**src/segpit_pkg.sv**
```systemverilog
// Shared types and constants for the segment pair intersection test.
// Used by every module of the block; depends on nothing.
package segpit_pkg;

    localparam int FIELD_W        = 32;
    localparam int COORD_BITS_DEF = 32;
    localparam int NUM_PTS        = 4;
    localparam int NUM_ORIENT     = 4;
    localparam int NUM_DIFF       = 4 * NUM_ORIENT;
    localparam int NUM_PROD       = 2 * NUM_ORIENT;

    // Orientation k is (b - a) x (c - a) with a, b, c taken from these point indexes:
    // (p0,p1,p2), (p0,p1,p3), (p2,p3,p0), (p2,p3,p1)
    localparam logic [1:0] ORIENT_A [NUM_ORIENT] = '{2'd0, 2'd0, 2'd2, 2'd2};
    localparam logic [1:0] ORIENT_B [NUM_ORIENT] = '{2'd1, 2'd1, 2'd3, 2'd3};
    localparam logic [1:0] ORIENT_C [NUM_ORIENT] = '{2'd2, 2'd3, 2'd0, 2'd1};

    // Point equality and on-segment flags, formed in the first stage
    typedef struct packed {
        logic same_01;
        logic same_23;
        logic same_12;
        logic on2_01;
        logic on3_01;
        logic on0_23;
        logic on1_23;
    } seg_flags_t;

    // Sign of each orientation value: positive, or exactly zero
    typedef struct packed {
        logic [NUM_ORIENT-1:0] pos;
        logic [NUM_ORIENT-1:0] zero;
    } orient_flags_t;

endpackage

```
**src/segpit_orient.sv**
```systemverilog
// Third stage: subtracts product pairs and keeps the sign and zero flags of
// each orientation value. Depends on segpit_pkg.
module segpit_orient
    import segpit_pkg::*;
#(
    parameter int COORD_BITS = COORD_BITS_DEF
) (
    input  logic                              aclk,
    input  logic                              en,
    input  logic signed [2*COORD_BITS+1:0]    prod       [NUM_PROD],
    input  seg_flags_t                        flags,
    output orient_flags_t                     oflags_reg,
    output seg_flags_t                        flags_reg
);

    localparam int PW = 2 * (COORD_BITS + 1);

    logic signed [PW:0] od [NUM_ORIENT];
    orient_flags_t      oflags_next;

    always_comb begin
        for (int k = 0; k < NUM_ORIENT; k++) begin
            od[k]               = prod[2*k] - prod[2*k+1];
            oflags_next.zero[k] = (od[k] == '0);
            oflags_next.pos[k]  = !od[k][PW] && (od[k] != '0);
        end
    end

    always_ff @(posedge aclk) begin
        if (en) begin
            oflags_reg <= oflags_next;
            flags_reg  <= flags;
        end
    end

endmodule

```
**config.mk**
```make
export PLATFORM = sky130hd
export DESIGN_NAME = segpit_orient
export DESIGN_NICKNAME = d
export VERILOG_FILES = /design/src/segpit_pkg.sv /design/src/segpit_orient.sv
export SDC_FILE = /design/constraint.sdc
export NUM_CORES = 1
export LEC_CHECK = 0
export BUFFER_PORTS_ARGS = -buffer_cell sky130_fd_sc_hd__buf_2
export CAP_MARGIN = 15
export CORE_UTILIZATION = 30
export DETAILED_ROUTE_END_ITERATION = 16
export SETUP_SLACK_MARGIN = 0.1
export SLEW_MARGIN = 0
export SYNTH_ARGS = -nofsm -noshare
export SYNTH_HDL_FRONTEND = slang
export SYNTH_SLANG_ARGS = --single-unit
```
**constraint.sdc**
```tcl
create_clock -name aclk -period 12.4 [get_ports aclk]
set_clock_uncertainty 0.1 [all_clocks]
set_input_delay 0.62 -clock aclk [delete_from_list [all_inputs] [get_ports aclk]]
set_output_delay 0.62 -clock aclk [all_outputs]
set_load 0.03 [all_outputs]
```
==> metrics <==
Mapped Avg Cell Area=a little over 6 um^2; Final Power=around 1.4 mW; fin nets=roughly 4.4k; Synth top area share=0.167; Die ar.=0.0668 mm^2; first-pass GRT wire length=approximately 140000 um; Max Clk Rate=around 180 MHz; sequential area share after synthesis=0.0228; post-CTS resize count=0; CP Capture Type=flip-flop; P_sw=approximately 0.83 mW; CP Launch Type=primary input; internal power=roughly 0.55 mW; number of flip-flops under the largest register name=8; dominant synthesized flop cell=edfxtp_1; Die Wd=258 um; critical path class=in2reg; Least-Margin Pin Slew=1150 ps; fin crit period=approximately 5600 ps; Detailed Place HPWL=slightly above 80000 um; post-synthesis cell type count=97; PortBufs=between 500 and 600; most frequent cells in the layout=buf_2 (551), a21oi_1 (384), inv_1 (333), nand2_1 (331), nor2_1 (271); Post-synth EDFFs=15; DR DRC count=0; Min-Delay Endpoint=flags_reg[6]; Logic pwr share=0.890; unrepaired setup endpoints after global routing=no; largest net degree at the start of global routing=16; Ports=between 500 and 600; worst setup path startpoint=prod[12]; initial antenna violation count=8; critical path data arrival time=about 5600 ps; TritonCTS buffer count=3; Pwr Density=60.0 mW/mm^2; core area=roughly 0.065 mm^2; row count=93; root buffer cell=clkbuf_16; hold_buf cts=0; CTS clock-pin slew for the worst setup and hold paths=90 ps; P_leak=around 11 nW; vias per cell=approximately 5.9; die extent in y=258 um; GPL Wtd Cong=1.05; vias in the first global route=~24k; peak supply drop=between 0.00004 and 0.00005 V; Sw Ratio=0.602; Reg power frac=0.046; Final ANT Viol Nets=0; share of cells above drive strength 1=0.172; setup violators final=0; Post-Route Setup TNS=0 ps; post-synthesis register bit count=15; cells after synthesis=around 3.2k; P&R area growth vs syn=17.0%; TritonCTS clock tree=done; Finished Core Util=0.357; Sink Count=15; outcome=complete, no violations; Hold Startpoint=flags[6]; clk buf depth=2; DR WL/cell=roughly 21 um; Hold Path Class=in2reg; final hold vios=0; syn nets=just under 4k; Max-Cap Viols=0; H-Tree Depth=1; Final period util=0.454; GRT Util Overall=0.262; Synth Cell Area=~0.02 mm^2; final WL=a little over 90000 um; Critical Path RT=about 12000 ps; total global routing overflow=0; Starting Density=0.305; worst hold stages=1; fraction of registers with async set/reset=0; commonest non-fill, non-tap cell in the layout=buf_2; Max Slew Vio Count=0; crit-path max FO=5; Max-slew headroom=0.227; via count=26.2k; synth top area cells=ha_1 (17%), a21oi_1 (9.7%), inv_1 (6.3%); 1st-iter DRT viols=2822; TritonRoute pass-1 iters=7; total setup buffers inserted after CTS=0; Clock Power Share=0.063; area leader, netlist=ha_1; YS warnings=0
synthesized netlist by cell type (15+ instances only):
cell type,count
a21oi_1,384
inv_1,333
nand2_1,331
nor2_1,271
ha_1,264
o21ai_0,236
nand4_1,131
clkbuf_1,115
xnor2_1,90
a21o_1,73
nor3_1,67
nand3_1,62
xor2_1,61
o21a_1,56
nor4_1,47
a31oi_1,46
o21bai_1,46
o211ai_1,40
o31ai_1,31
a211oi_1,29
nand2b_1,26
o2111ai_1,24
and3_1,23
or3_1,23
buf_2,22
nor2b_1,20
or2_2,19
a2111oi_0,17
mux2i_1,17
and2_1,15
edfxtp_1,15
area by class of cell:
type,count,area (um^2)
fillers,7312,41600
multi-input cells,2674,17400
repair buffers,552,2770
inverters,333,1250
well taps,855,1070
flip-flops and latches,15,450
clock buffers,3,75.1
diodes,3,7.51
clock inverters,1,5.00
worst max-delay path, cell delays in order:
cell       delay [ps]
buf_2              70
inv_1              30
ha_1              390
a21oi_1           150
o21ai_0           270
a21oi_1           140
o41ai_1           930
nor2_1            280
o31ai_1           730
a41oi_1           220
mux2_2            320
a2111oi_0         550
nand4_1           190
nor4_1            540
nor2_1            100
kinds of logic (layout without fill, tap and decap cells):
family / count (synthesis) / in the layout / synth area share
adder cells (fa/ha/maj): 265 / 265 / 0.169
other: 0 / 3 / 0
XOR/XNOR: 151 / 151 / 0.0671
AO/OA/AOI/OAI: 1143 / 1143 / 0.368
buffers and inverters: 475 / 889 / 0.0928
flip-flops: 15 / 15 / 0.0228
AND/OR/NAND/NOR: 1092 / 1092 / 0.269
multiplexers: 23 / 23 / 0.0121
per-stage QoR:
stage / std cells / setup slack, ps / instance area [um^2] / hold WS, ps
finish: 4436 / 6780 / 23100 / 399
detailed placement: 4429 / 6620 / 23000 / 699
global placement: 4429 / 6740 / 23000 / 697
global route: 4434 / 6600 / 23100 / 380
CTS: 4433 / 6930 / 23100 / 379
floorplan: 3164 / 8010 / 19700 / 619
power groups by stage:
stage | Clock, mW | Combinational, mW | Sequential, mW
after detailed placement | 0 | 1.19 | 0.0651
after global placement | 0 | 1.20 | 0.0655
after CTS | 0.0981 | 1.20 | 0.0641
after floorplan | 0 | 0.788 | 0.0718
after global routing | 0.0970 | 1.33 | 0.0643
final | 0.0879 | 1.23 | 0.0639
layer usage:
layer | track usage | part of all wire | wire [um]
met5 | 0 | 0.00061 | 57
met4 | 0.0901 | 0.038 | 3560
met2 | 0.433 | 0.45 | 42000
met3 | 0.0477 | 0.090 | 8340
met1 | 0.338 | 0.42 | 39000
how the worst max path moves through the flow:
| stage | to | slack [ps] | cells past startpoint |
|---|---|---|---|
| finish | oflags_reg[7] | 6780 | 15 |
| detailed placement | oflags_reg[7] | 6620 | 15 |
| global route | oflags_reg[7] | 6600 | 15 |
| floorplan | oflags_reg[5] | 8010 | 14 |
| CTS | oflags_reg[7] | 6930 | 15 |
| global placement | oflags_reg[7] | 6740 | 15 |
No activity file was read; power rests on OpenSTA's default activity.
