### src/segpit_pkg.sv
// Shared types and constants for the segment pair intersection test.
// Used by every module of the block; depends on nothing.
package segpit_pkg;

    localparam int FIELD_W        = 32;
    localparam int COORD_BITS_DEF = 32;
    localparam int NUM_PTS        = 4;
    localparam int NUM_ORIENT     = 4;
    localparam int NUM_DIFF       = 4 * NUM_ORIENT;
    localparam int NUM_PROD       = 2 * NUM_ORIENT;

    // Orientation k is (b - a) x (c - a) with a, b, c taken from these point indexes:
    // (p0,p1,p2), (p0,p1,p3), (p2,p3,p0), (p2,p3,p1)
    localparam logic [1:0] ORIENT_A [NUM_ORIENT] = '{2'd0, 2'd0, 2'd2, 2'd2};
    localparam logic [1:0] ORIENT_B [NUM_ORIENT] = '{2'd1, 2'd1, 2'd3, 2'd3};
    localparam logic [1:0] ORIENT_C [NUM_ORIENT] = '{2'd2, 2'd3, 2'd0, 2'd1};

    // Point equality and on-segment flags, formed in the first stage
    typedef struct packed {
        logic same_01;
        logic same_23;
        logic same_12;
        logic on2_01;
        logic on3_01;
        logic on0_23;
        logic on1_23;
    } seg_flags_t;

    // Sign of each orientation value: positive, or exactly zero
    typedef struct packed {
        logic [NUM_ORIENT-1:0] pos;
        logic [NUM_ORIENT-1:0] zero;
    } orient_flags_t;

endpackage

### src/segpit_prep.sv
// First stage: trims coordinates, forms the cross product operand differences
// and the point equality / betweenness flags. Depends on segpit_pkg.
module segpit_prep
    import segpit_pkg::*;
#(
    parameter int COORD_BITS = COORD_BITS_DEF
) (
    input  logic                         aclk,
    input  logic                         en,
    input  logic [FIELD_W-1:0]           coord    [2*NUM_PTS],
    output logic signed [COORD_BITS:0]   diff_reg [NUM_DIFF],
    output seg_flags_t                   flags_reg
);

    localparam int CW = COORD_BITS;
    localparam int DW = COORD_BITS + 1;

    logic signed [CW-1:0] px [NUM_PTS];
    logic signed [CW-1:0] py [NUM_PTS];
    logic signed [DW-1:0] ex [NUM_PTS];
    logic signed [DW-1:0] ey [NUM_PTS];
    logic signed [DW-1:0] diff_next [NUM_DIFF];
    seg_flags_t           flags_next;

    function automatic logic betw(input logic signed [CW-1:0] a,
                                  input logic signed [CW-1:0] x,
                                  input logic signed [CW-1:0] b);
        return (x == a) || (x == b) || ((a > x) == (x > b));
    endfunction

    always_comb begin
        for (int i = 0; i < NUM_PTS; i++) begin
            px[i] = coord[2*i][CW-1:0];
            py[i] = coord[2*i+1][CW-1:0];
            ex[i] = {px[i][CW-1], px[i]};
            ey[i] = {py[i][CW-1], py[i]};
        end
        for (int k = 0; k < NUM_ORIENT; k++) begin
            diff_next[4*k]   = ex[ORIENT_B[k]] - ex[ORIENT_A[k]];
            diff_next[4*k+1] = ey[ORIENT_C[k]] - ey[ORIENT_A[k]];
            diff_next[4*k+2] = ex[ORIENT_C[k]] - ex[ORIENT_A[k]];
            diff_next[4*k+3] = ey[ORIENT_B[k]] - ey[ORIENT_A[k]];
        end
        flags_next.same_01 = (px[0] == px[1]) && (py[0] == py[1]);
        flags_next.same_23 = (px[2] == px[3]) && (py[2] == py[3]);
        flags_next.same_12 = (px[1] == px[2]) && (py[1] == py[2]);
        flags_next.on2_01  = betw(px[0], px[2], px[1]) && betw(py[0], py[2], py[1]);
        flags_next.on3_01  = betw(px[0], px[3], px[1]) && betw(py[0], py[3], py[1]);
        flags_next.on0_23  = betw(px[2], px[0], px[3]) && betw(py[2], py[0], py[3]);
        flags_next.on1_23  = betw(px[2], px[1], px[3]) && betw(py[2], py[1], py[3]);
    end

    always_ff @(posedge aclk) begin
        if (en) begin
            diff_reg  <= diff_next;
            flags_reg <= flags_next;
        end
    end

endmodule

### config.mk
export PLATFORM = sky130hd
export DESIGN_NAME = segpit_prep
export DESIGN_NICKNAME = d
export VERILOG_FILES = /design/src/segpit_pkg.sv /design/src/segpit_prep.sv
export SDC_FILE = /design/constraint.sdc
export NUM_CORES = 1
export LEC_CHECK = 0
export BUFFER_PORTS_ARGS = -buffer_cell sky130_fd_sc_hd__clkbuf_2
export CAP_MARGIN = 15
export CORE_MARGIN = 2
export CORE_UTILIZATION = 38
export DETAILED_ROUTE_END_ITERATION = 16
export PLACE_DENSITY = 0.62
export SYNTH_ARGS = -nofsm -noshare
export SYNTH_HDL_FRONTEND = slang
export SYNTH_SLANG_ARGS = --single-unit
### constraint.sdc
create_clock -name aclk -period 3.35 [get_ports aclk]
set_clock_uncertainty 0.15 [all_clocks]
set_input_delay 0.1675 -clock aclk [delete_from_list [all_inputs] [get_ports aclk]]
set_output_delay 0.1675 -clock aclk [all_outputs]
set_load 0.1 [all_outputs]
==> run metrics, run 1 <==
CP arrival 3.55 ns; Worst Max-Slew Pin Slew 0.755 ns; post-synth cell types 82; clk buf depth 3; dpl hpwl approximately 130,000 um; die area 94,100 um2; Final Hold Viols 0; largest net degree at the start of global routing 75; # DRC 0; pre-CTS setup slack -0.440 ns; Starting Density 0.382; Root Buffer clkbuf_16; die width between 300 and 400 um; status complete, no violations; YS warnings 0; Leak Pwr 22.3 nW; height of the die 307 um; clock transition at the registers of the reported paths around 0.060 ns; period utilization 0.992; Fmax 0.301 GHz; cell area after synthesis 34,800 um2; max reg flops 394; initial DRC count 2,307; WL/cell about 24 um; post-synth top area cell edfxtp_1; fin. max-slew vios 0; Inst Count DP 6,095; prevailing post-synth register cell edfxtp_1; Seq cells post-synth between 400 and 500; Crit Path Max Fanout 4; minimum clock period 3.32 ns; CP Cell Sequence dlygate4sd3_1, clkbuf_2, inv_2, ha_4, o21a_1, o31a_1, o31a_1, o41ai_4, o31ai_2, a31oi_1, buf_4, a21oi_2, a221o_1, a221oi_2, xnor2_1; first-pass iteration count of the detailed router 6; Final Non-Filler Cells 6,264; syn_nets 4,433; CP max stage delay 0.54 ns; Core Area 91,200 um2; CP dominant cell by count o31a_1; Num CTS Buffers 48; CTS H-tree lvls 2; Synth Area per Inst 9.40 um2; endpoints failing setup 0; WP data required 3.57 ns; Vias/cell 5.38; share of the synthesized area in the top cell type 0.346; Core Rows 111; layout overhead on the synthesized area 32.9%; max_slew headroom 0.499; clk sinks 401; PortBufs between 700 and 800; layout cells sized above 1 0.307; critical path's slowest cell dlygate4sd3_1; Routed Antenna Nets 0; layout net count 5,753; Hold/Removal Path Class input pin to flop; EDFF count, synth 401; final worst slack between 0.02 and 0.03 ns; WL final 153,000 um; CTS tree yes; critical path class input pin to flop; top-count cell post-synth ha_1; sequential area share after synthesis 0.346; startpoint class of the critical path input pin; gr usage total 0.315; RePlAce Congestion between 1 and 1.5; routed vias roughly 34,000; Syn Inst Count around 3,700; vias in the first global route roughly 33,000; nature of the critical path endpoint flop; asr flop ratio synth 0; Area contributors post-synth edfxtp_1 35%, ha_1 16%, xnor2_1 6.1%; Max Cap Viol 0; GRT overflow 0; I/O Pins 793; Pwr Density approximately 600 nW/um2; first-pass GRT wire length 217,000 um; initial antenna violation count 20; post-route total power around 0.028 W; VDD IR max 0.626 mV; Post-synth top cells 456 x ha_1, 401 x edfxtp_1, 379 x a21oi_1
[cell usage in the layout (no fill, tap or decap), types with 51 or more instances in the layout]
master           n
a21o_1         193
a21oi_1        374
buf_4          611
clkbuf_2       790
dlygate4sd3_1   65
edfxtp_1       401
ha_1           455
inv_1          305
nand2_1        217
nand2b_1        52
nand3_1         59
nand4_1         69
nor2_1         224
nor2b_1         51
nor3_1          59
o21a_1          52
o21ai_0        182
xnor2_1        241
xor2_1          98
[metrics by stage]
| step | cell area (um2) | util | hold slack (ns) | setup TNS [ns] |
|---|---|---|---|---|
| 2_1_floorplan | 34800 | - | 0.130 | 0 |
| 3_3_place_gp | 43700 | 0.479 | 0.518 | -7.90 |
| 3_5_place_dp | 43700 | 0.479 | 0.519 | -9.52 |
| 4_1_cts | 46000 | 0.504 | 0.00185 | 0 |
| 5_1_grt | 46300 | 0.507 | 0.00983 | -0.00406 |
| 6_report | 46300 | 0.507 | 0.0239 | 0 |
[area by class of cell]
| cell class | instances | area [um2] |
|---|---|---|
| multi-input combinational | 2793 | 20600 |
| tap | 1186 | 1480 |
| clock inverter | 35 | 407 |
| antenna | 13 | 32.5 |
| fill | 8748 | 45000 |
| sequential | 401 | 12000 |
| inverter | 308 | 1160 |
| clock buffer | 53 | 1240 |
| timing repair buffer | 1475 | 9370 |
[worst paths after layout]
path,start,to,slack (ns),cells after the start
max,coord[226],diff_reg[394],0.03,15
min,coord[72],diff_reg[471],0.02,4
[what timing repair did]
item,CTS,global route
endpoints found under the setup margin,0,56
endpoints found under the hold margin,116,0
hold buffers,65,0
gates resized for setup,0,52
buffers inserted,0,4
[cells by family after synthesis]
logic type | after synthesis | synth area share
compound gates | 1117 | 0.205
mux | 5 | 0.00144
fa+ha+maj | 468 | 0.171
xor+xnor | 340 | 0.0855
simple gates | 863 | 0.122
flops | 401 | 0.346
buf+inv | 513 | 0.0698
[worst max-delay path, delay by kind of cell]
| family | cells | cell delay [ns] |
|---|---|---|
| buf+inv | 4 | 0.93 |
| compound gates | 9 | 2.15 |
| xor+xnor | 1 | 0.10 |
| fa+ha+maj | 1 | 0.21 |
[power breakdown]
part           leakage (nW)  internal (W)  switching [W]
clock                 0.805       0.00330        0.00232
sequential             3.92       0.00665       0.000501
combinational          17.6       0.00339         0.0117
total                  22.3        0.0133         0.0145
[routing by layer]
layer	wire, um	share of wire	GRT usage
met1	62200	0.41	0.386
met2	75200	0.49	0.560
met3	8810	0.058	0.0396
met4	6950	0.045	0.128
met5	92	0.00060	0
(Power assumes the default switching activity.)
==> inputs of run 2 (changes only) <==
CTS_CLUSTER_DIAMETER = 120   (was default)
PLACE_DENSITY = 0.6   (was 0.62)
clock period = 4 ns   (was 3.35 ns; I/O delays follow)
==> run 2 against run 1 <==
Compared with the run above: hold slack gained 0.010 ns; global-route usage fell by 1.6 points; clock power shrank 24%; combinational power down 21%; sequential share of layout area up 2.8 points; first-iteration DRC count increased by 0.78%; via count down 5.6%; routed wire length is 4.6% lower; critical endpoint is now flags_reg[3].
==> run metrics, run 2 (same netlist as run 1, synthesis figures left out) <==
Max Cap Viol 0; Routed Antenna Nets 0; VDD IR max 0.431 mV; clock transition at the registers of the reported paths ~0.060 ns; clk buf depth 3; Leak Pwr 19.6 nW; vias in the first global route 30,900; # DRC 0; max reg flops 394; max_slew headroom 0.308; Vias/cell between 5 and 6; initial DRC count 2,325; fin. max-slew vios 0; Starting Density 0.382; clk sinks 401; I/O Pins 793; CP arrival 4.09 ns; CTS tree yes; layout cells sized above 1 0.222; Pwr Density approximately 530 nW/um2; Setup Buffers After CTS 0; die area 94,100 um2; Core Rows roughly 110; critical path class input pin to flop; WL final 146,000 um; register area 12,000 um2; Worst Max-Slew Pin Slew 1.02 ns; minimum clock period 3.87 ns; die width 307 um; Fmax between 0.2 and 0.3 GHz; commonest non-fill, non-tap cell in the layout clkbuf_2; WP data required between 4 and 5 ns; first-pass GRT wire length 205,000 um; layout net count approximately 5,200; Final Non-Filler Cells ~5,700; dpl hpwl roughly 120,000 um; hold_ws around 0.034 ns; initial antenna violation count 24; nature of the critical path endpoint flop; height of the die 307 um; Crit Path Max Fanout 8; gr usage total 0.299; Inst Count DP approximately 5,600; most frequent cells in the layout 791 x clkbuf_2, 456 x ha_1, 401 x edfxtp_1, 378 x a21oi_1, 307 x inv_1; endpoints failing setup 0; routed vias between 30,000 and 40,000; first-pass iteration count of the detailed router 5; Core Area 91,200 um2; area of the multi-input gates about 20,000 um2; RePlAce Congestion around 1.0; GRT overflow 0; Root Buffer clkbuf_16; post-layout util 0.459; layout filler cell count between 8,000 and 9,000; Num CTS Buffers 47; WL/cell about 26 um; period utilization 0.968; status complete, no violations; RSZ-0062 raised after global routing false; PortBufs slightly below 800; CTS H-tree lvls 2; Final Hold Viols 0; largest net degree at the start of global routing 95; startpoint class of the critical path input pin; Setup TNS 0 ns; Hold/Removal Path Class input pin to flop; hold_sp coord[159]; worst setup path startpoint coord[68]; layout overhead on the synthesized area 20.1%
[run 2: cell types whose count changed in the layout (fill, tap and decap cells not counted), sizes merged]
| cell | change |
|---|---|
| bufinv | -5 |
| diode | +5 |
| dlygate4sd3 | -20 |
| clkbuf | -2 |
| buf | -513 |
[run 2: metal layers]
metal  routed length [um]  share of wire  track usage  vias up
met5                  126        0.00086            0        -
met1                57500           0.39        0.356    15300
li1                     -              -            -    15000
met4                 6950          0.048        0.135       18
met2                72200           0.49        0.526     1251
met3                 9440          0.065       0.0500      246
[run 2: critical path: stages]
cell and delay, ns:
dlygate4sd3_1 0.55, clkbuf_2 0.12, inv_1 0.09, ha_1 0.44, nand3_1 0.21, o21bai_1 0.24, and3_1 0.20, o31ai_2 0.37
a21oi_1 0.21, o31ai_2 0.41, a21oi_1 0.20, o21ai_0 0.37, xnor2_1 0.23, o22a_1 0.25
[run 2: layout make-up]
| cell class | instances | area share |
|---|---|---|
| antenna | 18 | 0.00108 |
| clock inverter | 30 | 0.00646 |
| clock buffer | 50 | 0.0289 |
| tap | 1186 | 0.0355 |
| inverter | 308 | 0.0276 |
| multi-input combinational | 2793 | 0.487 |
| sequential | 401 | 0.288 |
| timing repair buffer | 943 | 0.126 |
[run 2: repair_timing]
item / 4_1_cts / 5_1_grt
hold buffers: 45 / 0
gates resized for setup: 0 / 3
hold endpoints to repair: 59 / 0
setup endpoints to repair: 0 / 4
[run 2: final timing paths]
kind / endpoint / slack, ns / depth (start not counted)
worst max-delay path: flags_reg[3] / 0.13 / 14
worst min-delay path: diff_reg[98] / 0.03 / 3
[run 2: per-stage QoR]
step / setup WS, ns / instance area, um2 / total power (W)
floorplan: 0.723 / 34800 / 0.0154
finish: 0.128 / 41800 / 0.0222
detailed placement: 0.0401 / 39900 / 0.0179
CTS: 0.120 / 41800 / 0.0223
global route: 0.0391 / 41800 / 0.0230
global placement: 0.00740 / 39900 / 0.0179
[run 2: where the power goes]
part	switching [W]	internal [W]	leakage, nW
Clock	0.00190	0.00239	0.720
Sequential	0.000375	0.00556	3.92
Combinational	0.00968	0.00230	15.0
